### src/rtl/enc_pkg.sv
// ----------------------------------------------------------------------------
// enc_pkg
// Shared types and constants for the edge-normalized convolution block.
// ----------------------------------------------------------------------------
package enc_pkg;

    localparam int SAMPLE_BITS = 24;
    localparam int WEIGHT_BITS = 16;
    localparam int TAP_BITS    = 6;
    localparam int HALF_BITS   = 5;
    localparam int SEEN_BITS   = 7;
    // Ceilings that cover the whole half-width parameter range (up to 63)
    localparam int LAG_BITS    = 6;
    localparam int PTR_BITS    = 7;

    localparam logic CMD_LOAD = 1'b0;
    localparam logic CMD_PUSH = 1'b1;

    localparam logic [SEEN_BITS-1:0] SEEN_MAX = 7'd127;

    typedef struct packed {
        logic                          command;
        logic [TAP_BITS-1:0]           tap_index;
        logic [WEIGHT_BITS-1:0]        weight;
        logic signed [SAMPLE_BITS-1:0] sample;
        logic                          last_sample;
    } t_in_item;

    typedef struct packed {
        logic signed [SAMPLE_BITS-1:0] smoothed;
        logic                          last_result;
    } t_out_item;

    // One output to compute: centre lag, half width, window fill, newest slot
    typedef struct packed {
        logic [LAG_BITS-1:0]  lag;
        logic [LAG_BITS-1:0]  half;
        logic [SEEN_BITS-1:0] newest;
        logic [PTR_BITS-1:0]  base;
        logic                 last;
    } t_job;

    // Memory writes issued by the front end
    typedef struct packed {
        logic                          wt_en;
        logic [PTR_BITS-1:0]           wt_addr;
        logic [WEIGHT_BITS-1:0]        weight;
        logic                          smp_en;
        logic [PTR_BITS-1:0]           smp_addr;
        logic signed [SAMPLE_BITS-1:0] sample;
    } t_mem_wr;

    typedef enum logic {
        FS_IDLE,
        FS_FLUSH
    } t_front_state;

    typedef enum logic [2:0] {
        BS_IDLE,
        BS_MAC,
        BS_DRAIN,
        BS_DIV,
        BS_OUT
    } t_back_state;

endpackage

### src/rtl/enc_front.sv
// ----------------------------------------------------------------------------
// enc_front
// Accepts items, issues weight and sample writes, and queues output jobs.
// ----------------------------------------------------------------------------
module enc_front #(
    parameter int MAX_HALF = 31
) (
    input  logic                            i_clk,
    input  logic                            i_rst_n,
    input  logic                            i_in_valid,
    input  enc_pkg::t_in_item               i_in_item,
    output logic                            o_in_stall,
    input  logic [enc_pkg::HALF_BITS-1:0]   i_half_width,
    input  logic                            i_pending,
    output enc_pkg::t_mem_wr                o_wr,
    output logic                            o_job_valid,
    output enc_pkg::t_job                   o_job,
    input  logic                            i_job_full
);

    localparam int SLOTS = 2 * MAX_HALF + 1;
    localparam int AW    = $clog2(SLOTS);
    localparam int HW    = $clog2(MAX_HALF + 1);

    enc_pkg::t_front_state              r_state, n_state;
    logic [enc_pkg::SEEN_BITS-1:0]      r_seen, n_seen;
    logic [AW-1:0]                      r_wptr, n_wptr;
    logic [HW-1:0]                      r_lag, n_lag;
    enc_pkg::t_job                      r_ctx, n_ctx;

    logic          w_accept, w_push, w_load, w_main;
    logic [HW-1:0] w_h, w_top;

    // Clamp the half width to the parameter ceiling
    assign w_h = (int'(i_half_width) > MAX_HALF) ? HW'(MAX_HALF) : HW'(i_half_width);

    assign o_in_stall = (r_state != enc_pkg::FS_IDLE) || i_pending;
    assign w_accept   = i_in_valid && !o_in_stall;
    assign w_push     = w_accept && (i_in_item.command == enc_pkg::CMD_PUSH);
    assign w_load     = w_accept && (i_in_item.command == enc_pkg::CMD_LOAD);
    assign w_main     = w_push && (r_seen >= enc_pkg::SEEN_BITS'(w_h));

    // Newest flushed lag: min(h-1, samples held before this one)
    always_comb begin
        if ((enc_pkg::SEEN_BITS'(w_h) - 7'd1) < r_seen) begin
            w_top = w_h - 1'b1;
        end else begin
            w_top = HW'(r_seen);
        end
    end

    // Memory writes
    always_comb begin
        o_wr.wt_en    = w_load && (int'(i_in_item.tap_index) < SLOTS);
        o_wr.wt_addr  = enc_pkg::PTR_BITS'(i_in_item.tap_index);
        o_wr.weight   = i_in_item.weight;
        o_wr.smp_en   = w_push;
        o_wr.smp_addr = enc_pkg::PTR_BITS'(r_wptr + 1'b1);
        o_wr.sample   = i_in_item.sample;
    end

    // Next state
    always_comb begin
        n_state = r_state;
        unique case (r_state)
            enc_pkg::FS_IDLE: begin
                if (w_push && i_in_item.last_sample && (w_h != '0)) begin
                    n_state = enc_pkg::FS_FLUSH;
                end
            end
            enc_pkg::FS_FLUSH: begin
                if (!i_job_full && (r_lag == '0)) begin
                    n_state = enc_pkg::FS_IDLE;
                end
            end
            default: n_state = enc_pkg::FS_IDLE;
        endcase
    end

    // Outputs and datapath updates
    always_comb begin
        o_job_valid = 1'b0;
        o_job       = r_ctx;
        n_seen      = r_seen;
        n_wptr      = r_wptr;
        n_lag       = r_lag;
        n_ctx       = r_ctx;
        unique case (r_state)
            enc_pkg::FS_IDLE: begin
                o_job.lag    = enc_pkg::LAG_BITS'(w_h);
                o_job.half   = enc_pkg::LAG_BITS'(w_h);
                o_job.newest = r_seen;
                o_job.base   = enc_pkg::PTR_BITS'(r_wptr + 1'b1);
                o_job.last   = i_in_item.last_sample && (w_h == '0);
                o_job_valid  = w_main;
                if (w_push) begin
                    n_wptr = r_wptr + 1'b1;
                    n_ctx  = o_job;
                    n_lag  = w_top;
                    if (i_in_item.last_sample) begin
                        n_seen = '0;
                    end else if (r_seen != enc_pkg::SEEN_MAX) begin
                        n_seen = r_seen + 1'b1;
                    end
                end
            end
            enc_pkg::FS_FLUSH: begin
                o_job.lag   = enc_pkg::LAG_BITS'(r_lag);
                o_job.last  = (r_lag == '0);
                o_job_valid = !i_job_full;
                if (!i_job_full && (r_lag != '0)) begin
                    n_lag = r_lag - 1'b1;
                end
            end
            default: ;
        endcase
    end

    always_ff @(posedge i_clk) begin
        if (!i_rst_n) begin
            r_state <= enc_pkg::FS_IDLE;
            r_seen  <= '0;
            r_wptr  <= '0;
        end else begin
            r_state <= n_state;
            r_seen  <= n_seen;
            r_wptr  <= n_wptr;
        end
        r_lag <= n_lag;
        r_ctx <= n_ctx;
    end

endmodule

### src/rtl/enc_queue.sv
// ----------------------------------------------------------------------------
// enc_queue
// Two-entry job queue between the front end and the back end.
// ----------------------------------------------------------------------------
module enc_queue (
    input  logic          i_clk,
    input  logic          i_rst_n,
    input  logic          i_push,
    input  enc_pkg::t_job i_job,
    output logic          o_full,
    input  logic          i_pop,
    output logic          o_empty,
    output enc_pkg::t_job o_job
);

    enc_pkg::t_job r_entry [2];
    logic          r_rd, r_wr;
    logic [1:0]    r_count;

    assign o_full  = (r_count == 2'd2);
    assign o_empty = (r_count == 2'd0);
    assign o_job   = r_entry[r_rd];

    // Store new jobs
    always_ff @(posedge i_clk) begin
        if (i_push && !o_full) begin
            r_entry[r_wr] <= i_job;
        end
    end

    // Advance pointers and count
    always_ff @(posedge i_clk) begin
        if (!i_rst_n) begin
            r_rd    <= 1'b0;
            r_wr    <= 1'b0;
            r_count <= 2'd0;
        end else begin
            if (i_push && !o_full) begin
                r_wr <= ~r_wr;
            end
            if (i_pop && !o_empty) begin
                r_rd <= ~r_rd;
            end
            case ({i_push && !o_full, i_pop && !o_empty})
                2'b10:   r_count <= r_count + 2'd1;
                2'b01:   r_count <= r_count - 2'd1;
                default: r_count <= r_count;
            endcase
        end
    end

endmodule

### src/rtl/enc_back.sv
// ----------------------------------------------------------------------------
// enc_back
// Holds weights and samples, runs the tap MAC and the serial divider.
// ----------------------------------------------------------------------------
module enc_back #(
    parameter int MAX_HALF = 31
) (
    input  logic              i_clk,
    input  logic              i_rst_n,
    input  enc_pkg::t_mem_wr  i_wr,
    input  logic              i_job_valid,
    input  enc_pkg::t_job     i_job,
    output logic              o_job_pop,
    output logic              o_busy,
    output logic              o_out_valid,
    output enc_pkg::t_out_item o_out_item,
    input  logic              i_out_stall
);

    localparam int SLOTS = 2 * MAX_HALF + 1;
    localparam int AW    = $clog2(SLOTS);
    localparam int DEPTH = 2 ** AW;
    localparam int DW    = AW + 2;
    localparam int SB    = enc_pkg::SAMPLE_BITS;
    localparam int WB    = enc_pkg::WEIGHT_BITS;
    localparam int PW    = SB + WB + 1;
    localparam int ACC_W = SB + WB + AW;
    localparam int WS_W  = WB + AW;
    localparam int CW    = $clog2(ACC_W + 1);

    logic [WB-1:0]        r_wt  [SLOTS];
    logic signed [SB-1:0] r_win [DEPTH];

    enc_pkg::t_back_state r_state, n_state;
    enc_pkg::t_job        r_job;
    logic [AW-1:0]        r_t;
    logic [WB-1:0]        r_wt_rd, r_pw;
    logic signed [SB-1:0] r_smp_rd;
    logic                 r_v1, r_v2;
    logic signed [PW-1:0] r_prod;
    logic signed [ACC_W-1:0] r_acc;
    logic [WS_W-1:0]      r_wsum;
    logic [ACC_W-1:0]     r_dvd;
    logic [WS_W:0]        r_rem;
    logic [CW-1:0]        r_cnt;
    logic                 r_neg;
    logic                 r_out_valid;
    enc_pkg::t_out_item   r_out;

    logic signed [DW-1:0] w_d;
    logic                 w_in, w_issue, w_last_tap, w_load_out, w_drained;
    logic [AW-1:0]        w_addr;
    logic [WS_W:0]        w_rem_sh;
    logic                 w_qbit;
    logic [ACC_W-1:0]     w_q;

    // Tap offset into the window and in-range test
    assign w_d        = DW'(r_job.lag) + DW'(r_job.half) - DW'(r_t);
    assign w_in       = !w_d[DW-1] && (int'(w_d) <= int'(r_job.newest));
    assign w_addr     = r_job.base[AW-1:0] - w_d[AW-1:0];
    assign w_issue    = (r_state == enc_pkg::BS_MAC);
    assign w_last_tap = (r_t == AW'({r_job.half, 1'b0}));
    assign w_drained  = !r_v1 && !r_v2;

    // One restoring division step
    assign w_rem_sh = {r_rem[WS_W-1:0], r_dvd[ACC_W-1]};
    assign w_qbit   = (w_rem_sh >= {1'b0, r_wsum});
    assign w_q      = r_neg ? (~r_dvd + 1'b1) : r_dvd;

    assign w_load_out = (r_state == enc_pkg::BS_OUT) && (!r_out_valid || !i_out_stall);

    assign o_busy      = (r_state != enc_pkg::BS_IDLE);
    assign o_job_pop   = (r_state == enc_pkg::BS_IDLE) && i_job_valid;
    assign o_out_valid = r_out_valid;
    assign o_out_item  = r_out;

    // Write and read the weight and sample memories
    always_ff @(posedge i_clk) begin
        if (i_wr.wt_en) begin
            r_wt[i_wr.wt_addr[AW-1:0]] <= i_wr.weight;
        end
        if (i_wr.smp_en) begin
            r_win[i_wr.smp_addr[AW-1:0]] <= i_wr.sample;
        end
        r_wt_rd  <= r_wt[r_t];
        r_smp_rd <= r_win[w_addr];
    end

    // Next state
    always_comb begin
        n_state = r_state;
        unique case (r_state)
            enc_pkg::BS_IDLE:  if (i_job_valid) n_state = enc_pkg::BS_MAC;
            enc_pkg::BS_MAC:   if (w_last_tap) n_state = enc_pkg::BS_DRAIN;
            enc_pkg::BS_DRAIN: begin
                if (w_drained) begin
                    n_state = (r_wsum == '0) ? enc_pkg::BS_OUT : enc_pkg::BS_DIV;
                end
            end
            enc_pkg::BS_DIV: begin
                if (r_cnt == CW'(ACC_W - 1)) n_state = enc_pkg::BS_OUT;
            end
            enc_pkg::BS_OUT:   if (w_load_out) n_state = enc_pkg::BS_IDLE;
            default:           n_state = enc_pkg::BS_IDLE;
        endcase
    end

    // Datapath: MAC pipeline, divider and output register
    always_ff @(posedge i_clk) begin
        r_v1   <= w_issue && w_in;
        r_v2   <= r_v1;
        r_prod <= PW'(r_smp_rd * $signed({1'b0, r_wt_rd}));
        r_pw   <= r_wt_rd;

        unique case (r_state)
            enc_pkg::BS_IDLE: begin
                r_job  <= i_job;
                r_t    <= '0;
                r_acc  <= '0;
                r_wsum <= '0;
            end
            enc_pkg::BS_MAC: begin
                r_t <= r_t + 1'b1;
            end
            enc_pkg::BS_DRAIN: begin
                r_neg <= r_acc[ACC_W-1];
                r_dvd <= (r_wsum == '0) ? '0 :
                         (r_acc[ACC_W-1] ? ACC_W'(-r_acc) : ACC_W'(r_acc));
                r_rem <= '0;
                r_cnt <= '0;
            end
            enc_pkg::BS_DIV: begin
                r_rem <= w_qbit ? (w_rem_sh - {1'b0, r_wsum}) : w_rem_sh;
                r_dvd <= {r_dvd[ACC_W-2:0], w_qbit};
                r_cnt <= r_cnt + 1'b1;
            end
            default: ;
        endcase

        // Accumulate products and weights as they leave the pipeline
        if (r_v2) begin
            r_acc  <= r_acc + ACC_W'(r_prod);
            r_wsum <= r_wsum + WS_W'(r_pw);
        end

        if (w_load_out) begin
            r_out.smoothed    <= w_q[SB-1:0];
            r_out.last_result <= r_job.last;
        end
    end

    // Control state
    always_ff @(posedge i_clk) begin
        if (!i_rst_n) begin
            r_state     <= enc_pkg::BS_IDLE;
            r_out_valid <= 1'b0;
        end else begin
            r_state <= n_state;
            if (w_load_out) begin
                r_out_valid <= 1'b1;
            end else if (!i_out_stall) begin
                r_out_valid <= 1'b0;
            end
        end
    end

endmodule

### src/rtl/edge_normalized_convolution.sv
// ----------------------------------------------------------------------------
// edge_normalized_convolution
// Smoother over H samples either side, renormalized by the in-range weight sum.
// ----------------------------------------------------------------------------
// Load items write kernel weights; push items add a sample and produce the
// output H samples back, and a last sample flushes the remaining outputs.
// Items are handled one at a time. Each output takes its job from the queue,
// runs the tap multiply-accumulate (one weight and one sample memory read per
// cycle), drains the product pipeline, runs the one-bit-per-cycle division
// unless the weight sum is zero, and loads the output register once the
// output side is not stalled. The next item is taken once all outputs of the
// current one are computed. The half width register has its own always-ready
// port; it must be written only while idle, which the block does not enforce.
module edge_normalized_convolution #(
    parameter int MAX_HALF = 31
) (
    input  logic                          i_clk,
    input  logic                          i_rst_n,
    input  logic                          i_in_valid,
    input  enc_pkg::t_in_item             i_in_item,
    output logic                          o_in_stall,
    output logic                          o_out_valid,
    output enc_pkg::t_out_item            o_out_item,
    input  logic                          i_out_stall,
    input  logic                          i_cfg_valid,
    output logic                          o_cfg_ready,
    input  logic [enc_pkg::HALF_BITS-1:0] i_cfg_data
);

    logic [enc_pkg::HALF_BITS-1:0] r_half_width;
    enc_pkg::t_mem_wr              w_wr;
    enc_pkg::t_job                 w_push_job, w_pop_job;
    logic w_push, w_full, w_pop, w_empty, w_busy;

    assign o_cfg_ready = 1'b1;

    // Hold the half width register
    always_ff @(posedge i_clk) begin
        if (!i_rst_n) begin
            r_half_width <= '0;
        end else if (i_cfg_valid && o_cfg_ready) begin
            r_half_width <= i_cfg_data;
        end
    end

    enc_front #(.MAX_HALF(MAX_HALF)) u_front (
        .i_clk        (i_clk),
        .i_rst_n      (i_rst_n),
        .i_in_valid   (i_in_valid),
        .i_in_item    (i_in_item),
        .o_in_stall   (o_in_stall),
        .i_half_width (r_half_width),
        .i_pending    (w_busy || !w_empty),
        .o_wr         (w_wr),
        .o_job_valid  (w_push),
        .o_job        (w_push_job),
        .i_job_full   (w_full)
    );

    enc_queue u_queue (
        .i_clk   (i_clk),
        .i_rst_n (i_rst_n),
        .i_push  (w_push),
        .i_job   (w_push_job),
        .o_full  (w_full),
        .i_pop   (w_pop),
        .o_empty (w_empty),
        .o_job   (w_pop_job)
    );

    enc_back #(.MAX_HALF(MAX_HALF)) u_back (
        .i_clk       (i_clk),
        .i_rst_n     (i_rst_n),
        .i_wr        (w_wr),
        .i_job_valid (!w_empty),
        .i_job       (w_pop_job),
        .o_job_pop   (w_pop),
        .o_busy      (w_busy),
        .o_out_valid (o_out_valid),
        .o_out_item  (o_out_item),
        .i_out_stall (i_out_stall)
    );

endmodule

### config.mk
export PLATFORM = sky130hd
export DESIGN_NAME = edge_normalized_convolution
export DESIGN_NICKNAME = d
export VERILOG_FILES = /design/src/rtl/enc_pkg.sv /design/src/rtl/enc_front.sv /design/src/rtl/enc_queue.sv /design/src/rtl/enc_back.sv /design/src/rtl/edge_normalized_convolution.sv
export SDC_FILE = /design/constraint.sdc
export NUM_CORES = 2
export LEC_CHECK = 0
export BUFFER_PORTS_ARGS = -buffer_cell sky130_fd_sc_hd__buf_2
export CAP_MARGIN = 10
export CORE_MARGIN = 2
export CORE_UTILIZATION = 50
export CTS_CLUSTER_DIAMETER = 100
export DETAILED_ROUTE_END_ITERATION = 6
export PLACE_DENSITY = 0.71
export REMOVE_ABC_BUFFERS = 1
export SETUP_SLACK_MARGIN = 0.02
export SYNTH_ARGS = -nofsm -noshare
export SYNTH_HDL_FRONTEND = slang
export SYNTH_HIERARCHICAL = 1
export SYNTH_SLANG_ARGS = --single-unit
export TNS_END_PERCENT = 100
### constraint.sdc
create_clock -name i_clk -period 14.99 [get_ports i_clk]
set_input_delay 0.7495 -clock i_clk [delete_from_list [all_inputs] [get_ports i_clk]]
set_output_delay 0.7495 -clock i_clk [all_outputs]
set_load 0.03 [all_outputs]
==> run_results.csv <==
group,metric,value,unit
status,run_status,"finished clean",
placed_design,dp_hpwl,176000,um
clock_tree,clock_sinks,2946,
clock_tree,clk_pin_slew,0.06,ns
timing,setup_tns,0,ns
worst_hold_path,hold_class,"input pin to flip-flop",
timing,period_needed,7.34,ns
setup_path,cpPeakStageDelay,1.04,ns
timing,period_share,49.0,%
route,wirelength,303000,um
floorplanning,core_area,262000,um^2
timing,max_freq,136,MHz
finish,nNetsFinal,8281,
setup_path,critPathKind,"flip-flop to flip-flop",
finish,fillers,19400,
setup_path,crit_path_end_kind,"flip-flop",
grt,track_usage,22.4,%
finish,multi_input_area,41300,um^2
clock_tree,postCtsHoldBufs,0,
floorplanning,ios,86,
clock_tree,cts_resized,0,
floorplanning,die_x,518,um
setup_path,worstPathCellList,"nand2_1, fa_1, fa_1, fa_1, fa_1, inv_1, fa_1, inv_1, fa_1, inv_1, ha_1, a21o_1, a21o_1, a21oi_1, o211ai_1, a31oi_1, o21ai_0, o41ai_1, nor3_1, o22ai_1, xnor2_1",
floorplanning,rows,188,
grt,grt_pass1_vias,69600,
grt,antenna_found_initial,19,
job,maxCapViolations,0,
route,drc,0,
yosys,synth_cells,7412,
setup_path,crit_top_cell,"fa_1",
grt,grt_max_degree,143,
route,first_pass_iters,6,
setup_path,cp-start-kind,"flip-flop",
finish,regArea,87200,um^2
route,dr_total_vias,67800,
setup_path,cp_num_buf_inv,3,
finish,syn2layout_area_growth,11.4,%
route,wl_per_cell,26.6,um
timing,finalSetupViolations,0,
grt,grt-ovfl-total,0,
setup_path,cp_top_family,"adder cells",
placed_design,numPortBuffers,84,
timing,slew_viol_final,0,
floorplanning,die_area,268000,um^2
floorplanning,die_h,518,um
clock_tree,clock_latency,0.89,ns
clock_tree,post_cts_buffers,0,
route,drtIter0Drc,7087,
clock_tree,cts_made_buffers,308,
clock_tree,h-tree-depth,5,
timing,grt_setup_unrepaired,"no",
yosys,synth.avg_cell_area,17.8,um^2
finish,final_layout_size_suffix_gt1_share,21.0,%
floorplanning,initial_core_util,50.3,%
yosys,yosysWarnings,6,
clock_tree,cts_tree,"yes",
setup_path,arrival,8.11,ns
placed_design,gp_congestion,0.863,
timing,skew,0.0565,ns
timing,slew_headroom,11.1,%
setup_path,required,15.77,ns
clock_tree,cts.path.max_buffers,4,
route,antenna_left,0,
route,vias_per_cell,5.96,
setup_path,crit_path_max_fanout,25,
clock_tree,clockRootBuffer,"clkbuf_16",
timing,worst_slew_pin_slew,1.33,ns
timing,hold_viol_final,0,
setup_path,crit_path_top_delay_cell,"dfxtp_1",
yosys,syn-cell-area,132000,um^2
grt,grt_first_pass_wirelength,451000,um
-- sequential cells by signal (all words and copies together) (netlist names), 18 cells and up, named ones only --
name,flops
u_back/r_win,1536
u_back/r_wt,1008
u_queue/r_entry,52
u_back/r_acc,46
u_back/r_dvd,46
u_back/r_prod,41
u_back/r_job,26
u_back/o_out_item,25
u_back/r_smp_rd,24
u_back/r_rem,22
u_back/r_wsum,22
u_front/r_ctx,18
-- worst min-delay path, delay by kind of cell --
kind	cells	cell delay [ns]
buf+inv	1	0.08
mux	1	0.06
simple gates	1	0.10
-- worst paths after layout --
path / slack [ns] / start / to / cells past startpoint
max: 7.65 / u_back/r_wt_rd[2] / u_back/r_prod[39] / 21
min: 0.18 / i_cfg_data[2] / r_half_width[2] / 3
max reg2reg: 7.65 / u_back/r_wt_rd[2] / u_back/r_prod[39] / 21
min reg2reg: 0.36 / u_back/r_v1 / u_back/r_v2 / 0
-- metrics by stage --
stage               util [%]  instances  setup slack, ns  hold slack, ns  cell area [um^2]
floorplan                  -       7042           -12.12           0.326            130000
global placement        52.2      10800             7.80           0.348            137000
detailed placement      52.2      10800             7.69           0.361            137000
finish                  56.0      11400             7.65           0.177            147000
CTS                     55.9      11400             7.71           0.123            147000
global route            56.0      11400             7.15           0.154            147000
-- routing by layer --
| layer | vias up | GRT usage, % | wire (um) |
|---|---|---|---|
| li1 | 28800 | - | - |
| met3 | 519 | 4.04 | 24500 |
| met1 | 35600 | 31.4 | 122000 |
| met2 | 2920 | 36.1 | 146000 |
| met4 | 16 | 6.97 | 9670 |
| met5 | - | 0 | 99 |
-- placed cells by master (no fill, tap or decap), types with 24 or more instances in the layout --
cell type,count
nor2_1,182
nor2_2,62
clkinv_2,51
clkbuf_1,56
mux2i_1,56
nand3_1,52
xnor2_1,110
nor3_1,50
xor2_1,93
o21a_1,24
clkinv_1,71
dfxtp_1,127
nand4_1,39
ha_1,223
a21oi_1,142
o31ai_1,45
o21ai_0,142
inv_1,577
and2_1,172
or3_1,26
a21o_1,66
fa_1,386
a211oi_1,46
buf_4,156
bufinv_16,24
nand2_1,433
buf_2,84
nand2b_1,31
mux2_2,32
mux4_2,795
edfxtp_1,2819
nor2b_1,61
clkbuf_16,316
-- area by class of cell --
class                      count  area share (%)
sequential                  2946            59.4
antenna                       14          0.0239
clock buffer                 378            5.58
tap                         3515            2.99
inverter                     582            1.49
multi-input combinational   3514            28.1
timing repair buffer         260            1.36
clock inverter               175            1.07
Power is left out: the tool's default activity adds up to more than one toggle a clock period on the data nets, which glitch-free logic cannot reach.
